## config.mk

```make
export PLATFORM = sky130hd
export DESIGN_NAME = svpwm_div
export DESIGN_NICKNAME = d
export VERILOG_FILES = /design/src/rtl/svpwm_div.sv
export SDC_FILE = /design/constraint.sdc
export NUM_CORES = 2
export LEC_CHECK = 0
export ABC_AREA = 1
export BUFFER_PORTS_ARGS = -buffer_cell sky130_fd_sc_hd__buf_2
export CORE_UTILIZATION = 64
export DETAILED_ROUTE_END_ITERATION = 16
export GPL_TIMING_DRIVEN = 1
export PLACE_DENSITY = 0.8
export SLEW_MARGIN = 20
export SYNTH_ARGS = -nofsm -noshare
export SYNTH_HDL_FRONTEND = slang
export SYNTH_SLANG_ARGS = --single-unit
export TNS_END_PERCENT = 1
```

## constraint.sdc

```tcl
create_clock -name clk -period 2.2 [get_ports clk]
set_input_delay 0.22 -clock clk [delete_from_list [all_inputs] [get_ports clk]]
set_output_delay 0.22 -clock clk [all_outputs]
set_load 0.005 [all_outputs]
```

## src/rtl/svpwm_div.sv

```systemverilog
// svpwm_div: pipelined restoring divider, one quotient bit per stage, with
// lanes sharing one divisor and a sideband that travels along; no dependencies
module svpwm_div #(
  parameter int NW    = 32,
  parameter int DW    = 16,
  parameter int LANES = 1,
  parameter int SW    = 1
) (
  input  logic                       clk,
  input  logic                       rst_n,
  input  logic                       en,
  input  logic                       in_valid,
  input  logic [LANES-1:0][NW-1:0]   num,
  input  logic [DW-1:0]              den,
  input  logic [SW-1:0]              side,
  output logic                       out_valid,
  output logic [LANES-1:0][NW-1:0]   quo,
  output logic [SW-1:0]              out_side
);

  logic [LANES-1:0][DW-1:0] rem_r  [NW];
  logic [LANES-1:0][NW-1:0] nq_r   [NW];
  logic [DW-1:0]            den_r  [NW];
  logic [SW-1:0]            side_r [NW];
  logic                     vld_r  [NW];

  for (genvar i = 0; i < NW; i++) begin : g_stage
    logic [LANES-1:0][DW-1:0] rem_in;
    logic [LANES-1:0][NW-1:0] nq_in;
    logic [DW-1:0]            den_in;
    logic [SW-1:0]            side_in;
    logic                     vld_in;
    logic [LANES-1:0][DW-1:0] rem_nxt;
    logic [LANES-1:0][NW-1:0] nq_nxt;

    if (i == 0) begin : g_first
      assign rem_in  = '0;
      assign nq_in   = num;
      assign den_in  = den;
      assign side_in = side;
      assign vld_in  = in_valid;
    end else begin : g_next
      assign rem_in  = rem_r[i-1];
      assign nq_in   = nq_r[i-1];
      assign den_in  = den_r[i-1];
      assign side_in = side_r[i-1];
      assign vld_in  = vld_r[i-1];
    end

    // remainder shifts in the next numerator bit, quotient bit enters at the bottom
    always_comb begin
      logic [DW:0] trial;
      for (int l = 0; l < LANES; l++) begin
        trial = {rem_in[l], nq_in[l][NW-1]};
        if (trial >= {1'b0, den_in}) begin
          rem_nxt[l] = DW'(trial - {1'b0, den_in});
          nq_nxt[l]  = {nq_in[l][NW-2:0], 1'b1};
        end else begin
          rem_nxt[l] = trial[DW-1:0];
          nq_nxt[l]  = {nq_in[l][NW-2:0], 1'b0};
        end
      end
    end

    always_ff @(posedge clk) begin
      if (!rst_n) begin
        vld_r[i] <= 1'b0;
      end else if (en) begin
        vld_r[i] <= vld_in;
      end
      if (en) begin
        rem_r[i]  <= rem_nxt;
        nq_r[i]   <= nq_nxt;
        den_r[i]  <= den_in;
        side_r[i] <= side_in;
      end
    end
  end

  assign out_valid = vld_r[NW-1];
  assign quo       = nq_r[NW-1];
  assign out_side  = side_r[NW-1];

endmodule

```

==> flow_summary.yaml <==
floorplan:
  ios: 87
  core_sq_um: 161000
  start_util: 0.646
  die-area_sq_um: 164000
  rows: 147
  chipHeight_um: 405
  die_x_um: 405
synth:
  ys.flop_type: "edfxtp_1"
  ys_ff_latch: 2080
  avgSynthCellArea_sq_um: 9.81
  synth_seq_area_share: 0.601
  synth_area_sq_um: 104000
  yosysUniqueCellTypes: 45
  async_flop_share: 0
  syn_nets: 11200
  synth_edf_count: 2079
  yosysWarnings: 0
  netlist_instances: 10600
route:
  dr.pass1.iters: 12
  wl_met1_um: 110000
  wl_met2_um: 131000
  detail-route-antenna-nets: 0
  vias: 77200
  top_layer_used: "met5"
  route.met3.wl_um: 20600
  viasPerCell: 5.55
  wl_um: 274000
  wire_per_inst_um: 19.7
  drc: 0
  drt_first_iter_violations: 8285
worst_setup_path:
  crit_cells: 13
  crit_chain: "inv_1, ha_1, nand2_2, inv_1, nand2_1, nand2_1, nand2_2, nand3_4, nand3_4, nand2_4, buf_4, nand2_1, nand2_1"
  cp-start-kind: "flop"
  reg2regPathDepth: 13
  worst-endpoint-arrival_ns: 2.87
  worstSetupEndpointType: "flop"
  crit_family: "simple AND/OR/NAND/NOR gates"
  cp_max_fo: 6
  reg2reg_slack_ns: -0.07
  crit_start: "den_r[0][227]"
  required_ns: 2.80
  crit_type: "flop to flop"
  crit_top_cell: "nand2_1"
  cpPeakStageDelay_ns: 0.43
  critPathBufInv: 3
  crit_path_end: "rem_r[0][254]"
  r2r_start: "den_r[0][227]"
  slowest_stage: "edfxtp_1"
  timing.rr.end: "rem_r[0][254]"
power:
  p_comb_frac: 0.429
  swShare: 0.392
  p_clk_frac: 0.218
  ir_worst_vdd_v: 0.00101
  power_leakage_uw: 0.0576
  power.density_nw_per_um2: 1350
  seqPwrFrac: 0.352
  p_int_uw: 102000
  p_sw_uw: 65700
cts:
  cts_buffer_depth: 3
  numCtsBuffers: 205
  clk_latency_ns: 0.90
  cts_tree: "done"
  root_buffer: "clkbuf_16"
  clk_pin_slew_worst_paths_ns: 0.06
  clock-sinks: 2080
  cts.htree.levels: 4
layout:
  multi_input_area_sq_um: 37200
  mostFrequentLayoutCell: "nand2_1"
  final_cell_mix: "nand2_1 (3578), edfxtp_1 (2079), inv_1 (1891)"
  drive_gt1_frac: 0.162
  area_delta_synth_final_pct: 19.4
  fin_area_sq_um: 124000
  nNetsFinal: 12200
  fill_cells: 10200
  regArea_sq_um: 62400
timing:
  final_max_slew_viol_count: 0
  fin_crit_sh: 1.03
  tightest_slew_ns: 0.595
  relSlewSlack: 0.603
  setup_ws_ns: -0.0674
  min_period_ns: 2.27
  final-hold-violation-count: 0
  fin_worst_skew_ns: 0.0555
  fmax_ghz: 0.441
  rsz0062_at_grt: "true"
  setup_viol: 43
placed_design:
  gp_congestion: 0.951
  port_buffers: 86
  placed_area_sq_um: 112000
  post-dp-hpwl_um: 186000
  dp_slack_ns: -0.180
global_routing:
  grt-ovfl-total: 0
  grt_pass1_wl_um: 403000
  grtUsageTotal: 0.317
  first_global_vias: 73400
  antenna_found_initial: 7
  grt_max_degree: 90
status:
  status: "complete, but fails checks"
  failed_checks: "negative setup slack"
run:
  maxCapViolCount: 0
hold_path:
  min_path_type: "primary input to flop"
-- power groups by stage --
stage               registers, uW  clock network, uW  logic [uW]
global route                59400              38400       79200
floorplan                   56200                  0       43300
global placement            58300                  0       61200
detailed placement          58500                  0       62500
finish                      59000              36600       71900
CTS                         58000              36900       64400
-- sequential cells by signal, indices dropped and copies added (netlist names) --
signal	cells
rem_r	496
den_r	496
nq_r	1024
side_r	32
vld_r	32
-- per-layer routing --
| layer | global-route usage | vias to the layer above |
|---|---|---|
| li1 | - | 36400 |
| met1 | 0.423 | 36200 |
| met2 | 0.524 | 3706 |
| met3 | 0.0459 | 862 |
| met4 | 0.131 | 2 |
| met5 | 0 | - |
-- Yosys cell counts (3+ instances only) --
cell	number	area share
nor2_1	410	0.015
nor4_2	6	0.00072
nand3_1	772	0.037
o21ai_0	17	0.00082
nand2_1	3679	0.13
nand2_4	24	0.0026
nand4_1	139	0.0084
buf_2	41	0.0020
and2_1	28	0.0017
o21ai_1	7	0.00034
fa_1	30	0.0058
nand3b_1	67	0.0048
nand3_2	34	0.0033
clkbuf_2	11	0.00053
o21a_1	23	0.0017
clkbuf_1	4	0.00014
or2_2	21	0.0013
buf_4	16	0.0012
buf_12	3	0.00058
o21bai_1	19	0.0014
ha_1	498	0.060
nor4_1	3	0.00018
buf_6	34	0.0037
inv_2	10	0.00036
inv_1	1944	0.070
nor3_1	87	0.0042
and3_1	11	0.00066
a21boi_2	4	0.00043
nor2_2	27	0.0016
nand2_2	50	0.0030
nand3_4	5	0.00084
buf_8	4	0.00058
edfxtp_1	2079	0.60
nor2_4	24	0.0026
a21oi_1	272	0.013
xor2_1	144	0.012
xnor2_1	42	0.0035
-- area by class of cell --
| class | instances | area share |
|---|---|---|
| Antenna cell | 5 | 0.000101 |
| Timing Repair Buffer | 879 | 0.0597 |
| Clock buffer | 233 | 0.0423 |
| Inverter | 1954 | 0.0591 |
| Clock inverter | 146 | 0.0144 |
| Tap cell | 2160 | 0.0218 |
| Multi-Input combinational cell | 6457 | 0.300 |
| Sequential cell | 2080 | 0.503 |
-- kinds of logic (layout without fill, tap and decap cells) --
kind of cell | after synthesis | count (layout) | synth area share
simple gates | 5393 | 5400 | 0.221
other cells | 0 | 5 | 0
compound gates | 343 | 343 | 0.0178
fa+ha+maj | 528 | 528 | 0.0657
xor+xnor | 186 | 186 | 0.0157
flops | 2080 | 2080 | 0.601
buf+inv | 2067 | 3212 | 0.0792
-- stage by stage --
stage / util / hold slack, ns / cells / TNS, ns / total power (uW)
5_1_grt: 0.772 / 0.0368 / 13900 / -10.15 / 177000
3_3_place_gp: 0.694 / 0.396 / 13400 / -5.46 / 120000
3_5_place_dp: 0.694 / 0.398 / 13400 / -9.91 / 121000
2_1_floorplan: - / 0.319 / 10600 / 0 / 99500
6_report: 0.772 / 0.0430 / 13900 / -0.940 / 168000
4_1_cts: 0.746 / 0.00344 / 13800 / -3.01 / 159000
-- worst min path at each step --
stage	start	endpoint	slack (ns)	depth (start not counted)
floorplan	den[0]	den_r[0][0]	0.32	0
global placement	num[15]	nq_r[0][16]	0.40	1
detailed placement	num[1]	nq_r[0][2]	0.40	1
CTS	num[11]	nq_r[0][12]	0.003	2
global route	num[8]	nq_r[0][9]	0.04	2
finish	num[13]	nq_r[0][14]	0.04	2
-- timing repair --
action / 4_1_cts / 5_1_grt
pin swaps: 14 / 57
cloned: 0 / 7
gates resized for setup: 87 / 563
hold buffers: 57 / 0
setup endpoints to repair: 242 / 491
buffers inserted: 7 / 96
endpoints found under the hold margin: 167 / 0
(Power assumes the default switching activity.)
